`src/hw/rtl/v3vu_pkg.sv`:
```
`timescale 1ns / 1ps
// ----------------------------------------------------------------------------
// v3vu_pkg
// Shared widths, constants, opcodes and helper functions of the vector unit.
// ----------------------------------------------------------------------------
package v3vu_pkg;

  localparam int WORD_BITS    = 32;
  localparam int FRAC_BITS    = 16;
  localparam int CORDIC_STEPS = 16;
  localparam int ANG_BITS     = 30;

  localparam int W  = WORD_BITS;
  localparam int F  = FRAC_BITS;
  localparam int AB = ANG_BITS;
  localparam int NS = CORDIC_STEPS;

  localparam longint ONE_A     = longint'(1) << AB;
  localparam longint PI_A      = 64'sd3373259426;
  localparam longint HALF_PI_A = 64'sd1686629713;
  localparam longint TWO_PI_A  = 64'sd6746518852;
  localparam longint GAIN_A    = 64'sd652032874;

  // sine/cosine word, normalised unit vector, scaled products
  localparam int CW  = AB + 4;
  localparam int KW  = F + 2;
  localparam int PW  = 2 * W - F;
  localparam int TW  = PW + 1;
  localparam int DW  = PW + 2;
  localparam int RDW = W + 3;
  localparam int ACW = W + CW - AB;
  localparam int TSW = RDW + CW - AB;
  localparam int DMW = RDW + CW + 1 - AB;
  localparam int KDW = KW + DMW - F;
  localparam int RVW = KDW + 2;
  localparam int VW  = (RVW > DW) ? RVW : DW;

  // angle reduction
  localparam int RW        = W + AB - F;
  localparam int MW        = RW + 2;
  localparam int FW        = CW + 1;
  localparam int MOD_STEPS = $clog2(((longint'(1) << (RW - 1)) / TWO_PI_A) + 1);

  // latencies and stage numbers, counted in registers after the input beat
  localparam int ISQRT_LAT = W;
  localparam int DIV_LAT   = F + 1;
  localparam int SC_LAT    = MOD_STEPS + NS + 5;
  localparam int BK_LAT    = 5;
  localparam int ST_IN     = 1;
  localparam int ST_SUM    = 3;
  localparam int ST_LEN    = ST_SUM + ISQRT_LAT;
  localparam int ST_Q      = ST_LEN + DIV_LAT;
  localparam int ST_K      = ST_Q + 1;
  localparam int ST_SC     = ST_K - SC_LAT;
  localparam int ST_V      = ST_K + BK_LAT;
  localparam int ST_OUT    = ST_V + 1;

  typedef enum logic [3:0] {
    OP_ADD   = 4'd0,
    OP_SUB   = 4'd1,
    OP_SCALE = 4'd2,
    OP_MUL   = 4'd3,
    OP_CROSS = 4'd4,
    OP_DOT   = 4'd5,
    OP_LEN   = 4'd6,
    OP_NORM  = 4'd7,
    OP_ROT   = 4'd8
  } op_t;

  typedef struct packed {
    op_t                 op;
    logic [2:0][W-1:0]   a;
    logic [2:0][W-1:0]   b;
    logic [W-1:0]        sc;
  } item_t;

  typedef struct packed {
    logic is_vec;
    logic is_scal;
    logic zl;
  } flags_t;

  typedef struct packed {
    logic [W-1:0] val;
    logic         sat;
  } clip_t;

  function automatic longint atan_c(input int i);
    case (i)
      0:  atan_c = 843314856;
      1:  atan_c = 497837829;
      2:  atan_c = 263043836;
      3:  atan_c = 133525158;
      4:  atan_c = 67021686;
      5:  atan_c = 33543515;
      6:  atan_c = 16775850;
      7:  atan_c = 8388437;
      8:  atan_c = 4194282;
      9:  atan_c = 2097149;
      10: atan_c = 1048575;
      11: atan_c = 524287;
      12: atan_c = 262143;
      13: atan_c = 131071;
      14: atan_c = 65535;
      15: atan_c = 32767;
      16: atan_c = 16383;
      17: atan_c = 8191;
      18: atan_c = 4095;
      19: atan_c = 2047;
      20: atan_c = 1023;
      21: atan_c = 511;
      22: atan_c = 255;
      23: atan_c = 127;
      24: atan_c = 63;
      25: atan_c = 31;
      26: atan_c = 15;
      27: atan_c = 8;
      28: atan_c = 4;
      29: atan_c = 2;
      30: atan_c = 1;
      default: atan_c = 0;
    endcase
  endfunction

  // vector whose length drives the square root: the axis for rotate
  function automatic logic [2:0][W-1:0] norm_src(input item_t it);
    norm_src = (it.op == OP_ROT) ? it.b : it.a;
  endfunction

  function automatic clip_t clip_w(input logic signed [VW-1:0] v);
    clip_t r;
    if (&v[VW-1:W-1] || ~|v[VW-1:W-1]) begin
      r.val = v[W-1:0];
      r.sat = 1'b0;
    end else begin
      r.val = v[VW-1] ? {1'b1, {(W-1){1'b0}}} : {1'b0, {(W-1){1'b1}}};
      r.sat = 1'b1;
    end
    clip_w = r;
  endfunction

endpackage

```
`src/hw/rtl/v3vu_isqrt.sv`:
```
`timescale 1ns / 1ps
// ----------------------------------------------------------------------------
// v3vu_isqrt
// Pipelined restoring integer square root, one result bit per stage.
// ----------------------------------------------------------------------------
module v3vu_isqrt import v3vu_pkg::*; (
  input  logic           clk,
  input  logic [2*W-1:0] sq_in,
  output logic [W-1:0]   root
);

  logic [2*W-1:0] s_r [1:W];
  logic [2*W-1:0] q_r [1:W];

  for (genvar i = 0; i < W; i++) begin : g_step
    logic [2*W-1:0] s_prev, q_prev, bitv, s_nxt, q_nxt;
    logic [2*W:0]   cand;
    if (i == 0) begin : g_first
      assign s_prev = sq_in;
      assign q_prev = '0;
    end else begin : g_next
      assign s_prev = s_r[i];
      assign q_prev = q_r[i];
    end
    assign bitv = (2*W)'(1) << (2*W - 2 - 2*i);
    assign cand = {1'b0, q_prev} + {1'b0, bitv};
    always_comb begin
      if ({1'b0, s_prev} >= cand) begin
        s_nxt = s_prev - cand[2*W-1:0];
        q_nxt = (q_prev >> 1) + bitv;
      end else begin
        s_nxt = s_prev;
        q_nxt = q_prev >> 1;
      end
    end
    always_ff @(posedge clk) begin
      s_r[i+1] <= s_nxt;
      q_r[i+1] <= q_nxt;
    end
  end

  assign root = q_r[W][W-1:0];

endmodule

```
`config.mk`:
```
export PLATFORM = sky130hd
export DESIGN_NAME = v3vu_isqrt
export DESIGN_NICKNAME = d
export VERILOG_FILES = /design/src/hw/rtl/v3vu_pkg.sv /design/src/hw/rtl/v3vu_isqrt.sv
export SDC_FILE = /design/constraint.sdc
export NUM_CORES = 2
export LEC_CHECK = 0
export CAP_MARGIN = 20
export CORE_MARGIN = 3
export CORE_UTILIZATION = 45
export DETAILED_ROUTE_END_ITERATION = 10
export DONT_BUFFER_PORTS = 1
export MAX_ROUTING_LAYER = met4
export SLEW_MARGIN = 30
export SYNTH_ARGS = -nofsm -noshare
export SYNTH_HDL_FRONTEND = slang
export SYNTH_SLANG_ARGS = --single-unit
```
`constraint.sdc`:
```
create_clock -name clk -period 3.4 [get_ports clk]
set_input_delay 0.68 -clock clk [delete_from_list [all_inputs] [get_ports clk]]
set_output_delay 0.68 -clock clk [all_outputs]
set_load 0.02 [all_outputs]
```
==> impl_metrics.csv <==
group,metric,value,unit
routing,vias,71400,
yosys,ys.flop_type,"dfxtp_1",
cells_and_area,layout.nets,11000,
power,ir_worst_vdd,0.614,mV
routing,wire_per_inst,20.2,microns
flow_run,max_cap_viol_count,0,
timing,skew,0.101,ns
global_route,first_global_vias,70100,
placement,dpl.hpwl,214000,microns
routing,wirelength,270000,microns
yosys,async_flop_share,0,%
yosys,yosys.area.top_type,"dfxtp_1",
global_route,gr-usage-all-layers,24.7,%
floorplanning,core-area,212000,sq um
clocking,root_buffer,"clkbuf_16",
power,p_per_area,879,nW/um^2
routing,vias_per_cell,5.34,
timing,tightest_slew,0.840,ns
yosys,synthTopCellsByArea,"dfxtp_1 52%, ha_1 7.3%, xnor2_1 4.6%",
timing,maxSlewHeadroom,43.5,%
yosys,ys_types,86,
power,power_switching,33300,uW
clocking,htree_levels,5,
critical_path,max_stage_delay,0.57,ns
yosys,synth.top_cell.area_share,52.3,%
power,fin_total_pwr,99800,uW
placement,gp_congestion,0.933,
timing,tns,-0.256,ns
placement,numPortBuffers,0,
power,p_comb_share,26.4,%
clocking,cts_buffers,274,
critical_path,crit_slowest_cell,"or4_4",
power,power.internal,66500,uW
floorplanning,row_count,169,
yosys,synthMuxAreaShare,0.998,%
yosys,syn_inst,9740,
timing,final.setup.worst_slack,-0.0517,ns
yosys,synth_compound_area_share,12.2,%
floorplanning,initial_utilization,45.3,%
floorplanning,die_area,219000,sq um
yosys,synth_simple_gate_area_share,15.7,%
critical_path,end_kind,"register",
routing,initialDrtViolationCount,4975,
yosys,postSynthAreaPerCell,9.87,sq um
timing,slew_viol_final,0,
yosys,synthesis.area,96100,sq um
timing,max_freq,0.290,GHz
yosys,ys_ff_latch,2512,
global_route,grtUsageMet3,2.75,%
yosys,yosys_warnings,0,
global_route,grt_first_pass_wirelength,412000,microns
power,clkPwrFrac,30.0,%
timing,fin_crit_sh,102,%
critical_path,r2r_cells,9,
global_route,met1_usage,32.9,%
routing,drtPass1Iterations,8,
clocking,clkSlewWorstSetupHoldPaths,0.06,ns
global_route,grt-ovfl-total,0,
yosys,syn-num-nets,10400,
floorplanning,boundaryPins,97,
critical_path,cp_cell_sequence,"or4_4 -> or3_4 -> or3_4 -> or4_4 -> or4_4 -> or4_4 -> buf_6 -> nand4_1 -> xnor2_1",
timing,rsz0062_at_grt,"yes",
yosys,ys_seq_area_share,52.3,%
global_route,antenna_found_initial,10,
critical_path,worstSetupStartpointType,"register",
timing,hold_slack,0.106,ns
floorplanning,fp.dieH,468,microns
yosys,synth_top_family_by_area,"simple AND/OR/NAND/NOR gates",
timing,period_needed,3.45,ns
routing,drc_errors,0,
status,violations,"setup timing",
yosys,synthAdderAreaFrac,7.26,%
cells_and_area,area_delta_synth_final,18.2,%
clocking,cts_tree,"built",
power,seq_power_share,43.5,%
global_route,grt.busiest_layer,"met2",
yosys,synthTopCellsByCount,"2512 x dfxtp_1, 702 x inv_1, 680 x a21oi_1",
global_route,grt_max_degree,52,
floorplanning,die_w,468,microns
cells_and_area,layout-drive-gt1-share,11.8,%
clocking,clockBufferDepth,4,
yosys,synth_xor_area_share,7.87,%
global_route,met2_usage,39.5,%
worst_hold_path,holdPathStages,3,
clocking,clock_latency,0.96,ns
routing,antenna_left,0,
critical_path,worst_path_most_repeated_cell,"or4_4",
timing,finalSetupViolCount,11,
yosys,synth.most_common_cell,"dfxtp_1",
timing,hold_viol_final,0,
critical_path,path_max_fanout,6,
worst_hold_path,holdCritPathClass,"in -> reg",
status,outcome,"complete, but fails checks",
critical_path,crit_type,"reg -> reg",
power,p_leak,0.0516,uW
critical_path,worst_ep_arrival_time,4.24,ns
critical_path,required,4.19,ns
clocking,numClockSinks,2512,
power,swShare,33.4,%
yosys,synth_edf_count,0,
critical_path,rrSetupSlack,-0.05,ns
## critical path: cells and delay by family (launching register included)
kind                   cells  cell delay, ns
AND/OR/NAND/NOR            7            2.73
flip-flops                 1            0.32
XOR/XNOR                   1            0.15
buffers and inverters      1            0.16
## cell usage in the layout (no fill, tap or decap), drive strengths merged, types with 51 or more instances in the layout
master          n
dfxtp        2512
inv           713
a21oi         680
nor2          672
nand2         584
ha            558
xnor2         504
buf           483
o21ai         400
clkbuf        368
xor2          360
nor4          350
nor3          247
a21o          216
nand3         204
nand4         176
o21a          114
or3           109
nand2b        106
nor2b          78
or4            78
mux2           71
dlygate4sd3    65
a211oi         57
and3           54
nor4b          54
o21bai         53
clkinv         51
## area by class of cell
class,count,area (sq um)
Clock buffer,366,7850
Antenna cell,4,10.0
Clock inverter,107,1360
Inverter,705,2650
Fill cell,18800,98700
Multi-Input combinational cell,6306,43300
Timing Repair Buffer,550,4590
Sequential cell,2512,50300
Tap cell,2821,3530
## registers in the layout, indices dropped and copies added (netlist names)
register  flops
q_r         528
s_r        1984
## kinds of logic (layout without fill, tap and decap cells)
group | Yosys count | after routing
AO/OA/AOI/OAI | 1884 | 1884
XOR/XNOR | 864 | 864
adder cells (fa/ha/maj) | 558 | 558
buffers and inverters | 923 | 1728
flip-flops | 2512 | 2512
multiplexers | 87 | 87
other | 0 | 4
AND/OR/NAND/NOR | 2912 | 2913
## power groups by stage
| stage | clock, uW | combinational, uW | sequential, uW |
|---|---|---|---|
| 6_report | 30000 | 26400 | 43400 |
| 2_1_floorplan | 0 | 18600 | 40100 |
| 3_3_place_gp | 0 | 25300 | 43800 |
| 5_1_grt | 31700 | 29200 | 44000 |
| 4_1_cts | 30500 | 26000 | 43200 |
| 3_5_place_dp | 0 | 25600 | 43800 |
## metal layers
layer | vias up | part of all wire (%)
li1 | 35300 | -
met3 | 440 | 4.5
met1 | 33800 | 46
met2 | 1872 | 46
met5 | - | 0
met4 | 0 | 3.0
## worst paths after layout
check | from | end
max | s_r[0][1013] | s_r[0][1076]
min | sq_in[31] | q_r[0][126]
max reg2reg | s_r[0][1013] | s_r[0][1076]
min reg2reg | s_r[0][166] | s_r[0][230]
## metrics by stage
stage,std cells,utilization [%],cell area [sq um],setup slack (ns)
after floorplan,9740,-,96100,-0.0320
after global placement,12800,48.3,103000,-0.406
after detailed placement,12800,48.3,103000,-0.424
after CTS,13300,53.0,113000,-0.0569
after global routing,13400,53.5,114000,-0.124
final,13400,53.5,114000,-0.0517
## timing repair
action	4_1_cts	5_1_grt
setup endpoints to repair	194	380
endpoints found under the hold margin	65	0
gates cloned	1	4
hold buffers	65	0
resized for setup	32	171
setup buffers	2	20
pin swaps	4	44
Power figures use the tool's default switching activity.
