--- config.mk ---
export PLATFORM = sky130hd
export DESIGN_NAME = v3vu_div
export DESIGN_NICKNAME = d
export VERILOG_FILES = /design/src/hw/rtl/v3vu_pkg.sv /design/src/hw/rtl/v3vu_div.sv
export SDC_FILE = /design/constraint.sdc
export NUM_CORES = 2
export LEC_CHECK = 0
export BUFFER_PORTS_ARGS = -buffer_cell sky130_fd_sc_hd__buf_2
export CAP_MARGIN = 15
export CORE_MARGIN = 3
export CORE_UTILIZATION = 64
export CTS_BUF_LIST = sky130_fd_sc_hd__clkbuf_8 sky130_fd_sc_hd__clkbuf_16
export DETAILED_ROUTE_END_ITERATION = 7
export PLACE_DENSITY = 0.81
export SLEW_MARGIN = 20
export SYNTH_ARGS = -nofsm -noshare
export SYNTH_HDL_FRONTEND = slang
export SYNTH_SLANG_ARGS = --single-unit
export TNS_END_PERCENT = 100
--- constraint.sdc ---
create_clock -name clk -period 3.7 [get_ports clk]
set_input_delay 0.185 -clock clk [delete_from_list [all_inputs] [get_ports clk]]
set_output_delay 0.185 -clock clk [all_outputs]
set_load 0.02 [all_outputs]
--- src/hw/rtl/v3vu_pkg.sv ---
`timescale 1ns / 1ps
// ----------------------------------------------------------------------------
// v3vu_pkg
// Shared widths, constants, opcodes and helper functions of the vector unit.
// ----------------------------------------------------------------------------
package v3vu_pkg;

  localparam int WORD_BITS    = 32;
  localparam int FRAC_BITS    = 16;
  localparam int CORDIC_STEPS = 16;
  localparam int ANG_BITS     = 30;

  localparam int W  = WORD_BITS;
  localparam int F  = FRAC_BITS;
  localparam int AB = ANG_BITS;
  localparam int NS = CORDIC_STEPS;

  localparam longint ONE_A     = longint'(1) << AB;
  localparam longint PI_A      = 64'sd3373259426;
  localparam longint HALF_PI_A = 64'sd1686629713;
  localparam longint TWO_PI_A  = 64'sd6746518852;
  localparam longint GAIN_A    = 64'sd652032874;

  // sine/cosine word, normalised unit vector, scaled products
  localparam int CW  = AB + 4;
  localparam int KW  = F + 2;
  localparam int PW  = 2 * W - F;
  localparam int TW  = PW + 1;
  localparam int DW  = PW + 2;
  localparam int RDW = W + 3;
  localparam int ACW = W + CW - AB;
  localparam int TSW = RDW + CW - AB;
  localparam int DMW = RDW + CW + 1 - AB;
  localparam int KDW = KW + DMW - F;
  localparam int RVW = KDW + 2;
  localparam int VW  = (RVW > DW) ? RVW : DW;

  // angle reduction
  localparam int RW        = W + AB - F;
  localparam int MW        = RW + 2;
  localparam int FW        = CW + 1;
  localparam int MOD_STEPS = $clog2(((longint'(1) << (RW - 1)) / TWO_PI_A) + 1);

  // latencies and stage numbers, counted in registers after the input beat
  localparam int ISQRT_LAT = W;
  localparam int DIV_LAT   = F + 1;
  localparam int SC_LAT    = MOD_STEPS + NS + 5;
  localparam int BK_LAT    = 5;
  localparam int ST_IN     = 1;
  localparam int ST_SUM    = 3;
  localparam int ST_LEN    = ST_SUM + ISQRT_LAT;
  localparam int ST_Q      = ST_LEN + DIV_LAT;
  localparam int ST_K      = ST_Q + 1;
  localparam int ST_SC     = ST_K - SC_LAT;
  localparam int ST_V      = ST_K + BK_LAT;
  localparam int ST_OUT    = ST_V + 1;

  typedef enum logic [3:0] {
    OP_ADD   = 4'd0,
    OP_SUB   = 4'd1,
    OP_SCALE = 4'd2,
    OP_MUL   = 4'd3,
    OP_CROSS = 4'd4,
    OP_DOT   = 4'd5,
    OP_LEN   = 4'd6,
    OP_NORM  = 4'd7,
    OP_ROT   = 4'd8
  } op_t;

  typedef struct packed {
    op_t                 op;
    logic [2:0][W-1:0]   a;
    logic [2:0][W-1:0]   b;
    logic [W-1:0]        sc;
  } item_t;

  typedef struct packed {
    logic is_vec;
    logic is_scal;
    logic zl;
  } flags_t;

  typedef struct packed {
    logic [W-1:0] val;
    logic         sat;
  } clip_t;

  function automatic longint atan_c(input int i);
    case (i)
      0:  atan_c = 843314856;
      1:  atan_c = 497837829;
      2:  atan_c = 263043836;
      3:  atan_c = 133525158;
      4:  atan_c = 67021686;
      5:  atan_c = 33543515;
      6:  atan_c = 16775850;
      7:  atan_c = 8388437;
      8:  atan_c = 4194282;
      9:  atan_c = 2097149;
      10: atan_c = 1048575;
      11: atan_c = 524287;
      12: atan_c = 262143;
      13: atan_c = 131071;
      14: atan_c = 65535;
      15: atan_c = 32767;
      16: atan_c = 16383;
      17: atan_c = 8191;
      18: atan_c = 4095;
      19: atan_c = 2047;
      20: atan_c = 1023;
      21: atan_c = 511;
      22: atan_c = 255;
      23: atan_c = 127;
      24: atan_c = 63;
      25: atan_c = 31;
      26: atan_c = 15;
      27: atan_c = 8;
      28: atan_c = 4;
      29: atan_c = 2;
      30: atan_c = 1;
      default: atan_c = 0;
    endcase
  endfunction

  // vector whose length drives the square root: the axis for rotate
  function automatic logic [2:0][W-1:0] norm_src(input item_t it);
    norm_src = (it.op == OP_ROT) ? it.b : it.a;
  endfunction

  function automatic clip_t clip_w(input logic signed [VW-1:0] v);
    clip_t r;
    if (&v[VW-1:W-1] || ~|v[VW-1:W-1]) begin
      r.val = v[W-1:0];
      r.sat = 1'b0;
    end else begin
      r.val = v[VW-1] ? {1'b1, {(W-1){1'b0}}} : {1'b0, {(W-1){1'b1}}};
      r.sat = 1'b1;
    end
    clip_w = r;
  endfunction

endpackage

--- src/hw/rtl/v3vu_div.sv ---
`timescale 1ns / 1ps
// ----------------------------------------------------------------------------
// v3vu_div
// Pipelined restoring divide of a fraction-scaled magnitude by a length.
// ----------------------------------------------------------------------------
module v3vu_div import v3vu_pkg::*; (
  input  logic         clk,
  input  logic [W-1:0] num_mag,
  input  logic [W-1:0] den,
  output logic [F:0]   quo
);

  localparam int NW = W + F + 1;

  logic [NW-1:0] rem_r [1:F+1];
  logic [W-1:0]  den_r [1:F+1];
  logic [F:0]    q_r   [1:F+1];

  for (genvar j = 0; j <= F; j++) begin : g_step
    logic [NW-1:0] rem_prev, dv, rem_nxt;
    logic [W-1:0]  den_prev;
    logic [F:0]    q_prev;
    logic          take;
    if (j == 0) begin : g_first
      assign rem_prev = {1'b0, num_mag, {F{1'b0}}};
      assign den_prev = den;
      assign q_prev   = '0;
    end else begin : g_next
      assign rem_prev = rem_r[j];
      assign den_prev = den_r[j];
      assign q_prev   = q_r[j];
    end
    assign dv      = NW'(den_prev) << (F - j);
    assign take    = rem_prev >= dv;
    assign rem_nxt = take ? rem_prev - dv : rem_prev;
    always_ff @(posedge clk) begin
      rem_r[j+1] <= rem_nxt;
      den_r[j+1] <= den_prev;
      q_r[j+1]   <= {q_prev[F-1:0], take};
    end
  end

  assign quo = q_r[F+1];

endmodule

==> impl_metrics.env <==
export IMPL_outcome="finished clean"
export IMPL_crit_reg2reg_capture="rem_r[12][42]"
export IMPL_die_y_um=321
export IMPL_drt_wl_total_um=163000
export IMPL_nFillCells=7075
export IMPL_synth_ff_type="dfxtp_1"
export IMPL_clockRootBuffer="clkbuf_16"
export IMPL_row_count=114
export IMPL_criticalPathCategory="register to register"
export IMPL_crit_fanout=5
export IMPL_irDropWorstVdd_mv=0.577
export IMPL_grt_usage_pct=30.8
export IMPL_first_global_vias=50400
export IMPL_total_leakage_power_uw=0.0331
export IMPL_worst_ep_required_time_ns=4.36
export IMPL_dp_cells=8487
export IMPL_hold_end="den_r[0][58]"
export IMPL_cts_inserted_buffers=134
export IMPL_fin_ws_ns=0.0868
export IMPL_ys_warn_count=0
export IMPL_first_pass_iters=6
export IMPL_initial_core_util_pct=65.1
export IMPL_setup_tns_ns=0
export IMPL_clockBufferDepth=3
export IMPL_power_density_nw_per_um2=943
export IMPL_finalSetupViolCount=0
export IMPL_worst_slew_pin_slew_ns=0.723
export IMPL_routedWlPerCell_um=18.5
export IMPL_max_freq_mhz=277
export IMPL_netlist_instances=7180
export IMPL_yosysTopAreaCell="dfxtp_1"
export IMPL_syn_to_final_growth_pct=13.1
export IMPL_switching_share_pct=39.4
export IMPL_die_area_um2=103000
export IMPL_synth_top_area_share_pct=41.5
export IMPL_crit_chain="inv_1 > ha_1 > a21o_1 > a211oi_1 > nand4_1 > nand3_1 > o21ai_1 > a21o_1 > a31o_2 > a31oi_1 > nand3_2 > nor3_1 > xor2_1"
export IMPL_num_vias=51500
export IMPL_comb_power_share_pct=46.9
export IMPL_rsz0062_at_grt="true"
export IMPL_r2r_start="den_r[0][355]"
export IMPL_pre_cts_slack_ns=0.0420
export IMPL_end_kind="register"
export IMPL_viasPerCell=5.85
export IMPL_cts_clk_slew_worst_paths_ns=0.06
export IMPL_final_layout_size_suffix_gt1_share_pct=8.33
export IMPL_period_needed_ns=3.61
export IMPL_drt_iter0_drc=3642
export IMPL_clock_sinks=1313
export IMPL_slew_headroom_pct=51.8
export IMPL_reg2reg_slack_ns=0.09
export IMPL_hpwlAfterDp_um=123000
export IMPL_final_cells=8804
export IMPL_start_kind="register"
export IMPL_grt_overflow=0
export IMPL_ys_types=101
export IMPL_die_w_um=321
export IMPL_synth_common_cells="dfxtp_1 (1313), inv_1 (697), a21oi_1 (651)"
export IMPL_final_cell_area_um2=71700
export IMPL_max_stage_delay_ns=0.48
export IMPL_route_detailed_drc=0
export IMPL_drv_slew=0
export IMPL_pwr_share_clk_pct=20.8
export IMPL_port_buffers=81
export IMPL_synthTopCellsByArea="dfxtp_1 (41%), ha_1 (11%), a21oi_1 (5.1%)"
export IMPL_async_reset_ff_share_pct=0
export IMPL_reg2reg_depth=13
export IMPL_cp_slowest_cell="ha_1"
export IMPL_hold_path_class="primary input to register"
export IMPL_ys_seq_area_share_pct=41.5
export IMPL_final_util_pct=73.6
export IMPL_holdPathStages=2
export IMPL_pin_count=82
export IMPL_worstPathArrival_ns=4.27
export IMPL_critPathTopFamily="compound AO/OA/AOI/OAI gates"
export IMPL_min_from="den[26]"
export IMPL_place_congestion=0.980
export IMPL_antenna_found_initial=3
export IMPL_max_cap_violations=0
export IMPL_syn_num_nets=7804
export IMPL_finalHoldViolCount=0
export IMPL_synth_edf_count=0
export IMPL_ys_ff_latch=1313
export IMPL_htreeDepth=4
export IMPL_fin_crit_sh_pct=97.7
export IMPL_syn_area_um2=63400
export IMPL_worstSkewPairLatency_ns=0.76
export IMPL_postRouteAntennaNets=0
export IMPL_internal_power_uw=41000
export IMPL_finalClockSkew_ns=0.0254
export IMPL_place_area_um2=66000
export IMPL_power_switching_uw=26700
export IMPL_crit_buf_inv=1
export IMPL_core_um2=97400
export IMPL_grt_max_degree=65
export IMPL_grt_pass1_wl_um=257000
export IMPL_power_frac_seq_pct=32.3
export IMPL_synth_area_per_cell_um2=8.83
export IMPL_finalNetCount=8053
export IMPL_crit_top_cell="a21o_1"
export IMPL_yosysMostFrequentCell="dfxtp_1"
export IMPL_cts_tree="done"
==> routing by layer <==
metal	vias up	part of all wire [%]	GRT usage, %
met3	511	4.8	4.40
met5	-	0	0
met4	0	5.6	16.5
met1	24100	40	34.8
met2	1635	50	55.9
li1	25300	-	-
==> power groups by stage <==
stage / Clock [µW] / Combinational (µW) / Sequential, µW
finish: 14100 / 31700 / 21900
global route: 14900 / 35000 / 22200
CTS: 14300 / 30900 / 21800
detailed placement: 0 / 30500 / 22000
global placement: 0 / 29800 / 22000
floorplan: 0 / 23800 / 20700
==> repair_timing <==
item	in CTS	in global routing
hold buffers	66	0
endpoints found under the hold margin	65	0
setup buffers	0	13
setup endpoints to repair	1	133
gates resized for setup	1	45
pin swaps	0	15
gates cloned	0	3
==> metrics by stage <==
step,power (µW),hold WS [ns]
final,67600,0.0879
after global routing,72100,0.0607
after CTS,67000,0.0390
after detailed placement,52500,0.306
after global placement,51800,0.303
after floorplan,44500,0.213
==> final cells by class <==
type | count | area, µm² | share of cell area, %
clock buffer | 160 | 3730 | 5.21
sequential | 1313 | 26300 | 36.6
inverter | 699 | 2620 | 3.66
multi-input combinational | 4969 | 34000 | 47.4
antenna | 1 | 2.50 | 0.00349
tap | 1276 | 1600 | 2.23
clock inverter | 74 | 938 | 1.31
timing repair buffer | 312 | 2550 | 3.56
==> cells in the final DEF (no fill, tap or decap), types with 81 or more instances in the layout <==
master     Yosys  layout
a21o_1       310     309
a21oi_1      651     647
buf_2         49      81
buf_4          0     145
clkbuf_16      0     138
dfxtp_1     1313    1312
ha_1         543     543
inv_1        697     718
nand2_1      575     575
nand3_1      135     135
nand4_1      111     111
nor2_1       478     477
nor3_1        84      83
o21ai_0      415     413
xnor2_1      358     358
xor2_1       229     229
==> registers in the layout, indices dropped and copies added, names as in the netlist <==
signal / count
den_r: 512
q_r: 153
rem_r: 648
==> logic make-up (layout without fill, tap and decap cells) <==
kind of cell    count (synthesis)  in the layout  share of synthesized area (%)
buf+inv                       899           1245                           5.42
flops                        1313           1313                           41.5
other cells                     0              1                              0
compound gates               1952           1953                           19.1
mux                            66             66                           1.17
simple gates                 1804           1804                           13.5
fa+ha+maj                     559            559                           11.2
xor+xnor                      587            587                           8.11
==> worst max path at each step <==
stage / cells after the start / slack [ns] / from / to
final: 13 / 0.09 / den_r[0][355] / rem_r[12][42]
after global routing: 17 / -0.06 / den[1] / rem_r[1][18]
after CTS: 14 / 0.005 / rem_r[9][8] / rem_r[10][48]
after detailed placement: 14 / 0.04 / rem_r[9][8] / rem_r[10][48]
after global placement: 13 / -0.18 / den_r[0][514] / q_r[8][17]
after floorplan: 13 / 0.54 / den_r[0][352] / rem_r[12][27]
(Power assumes the default switching activity.)
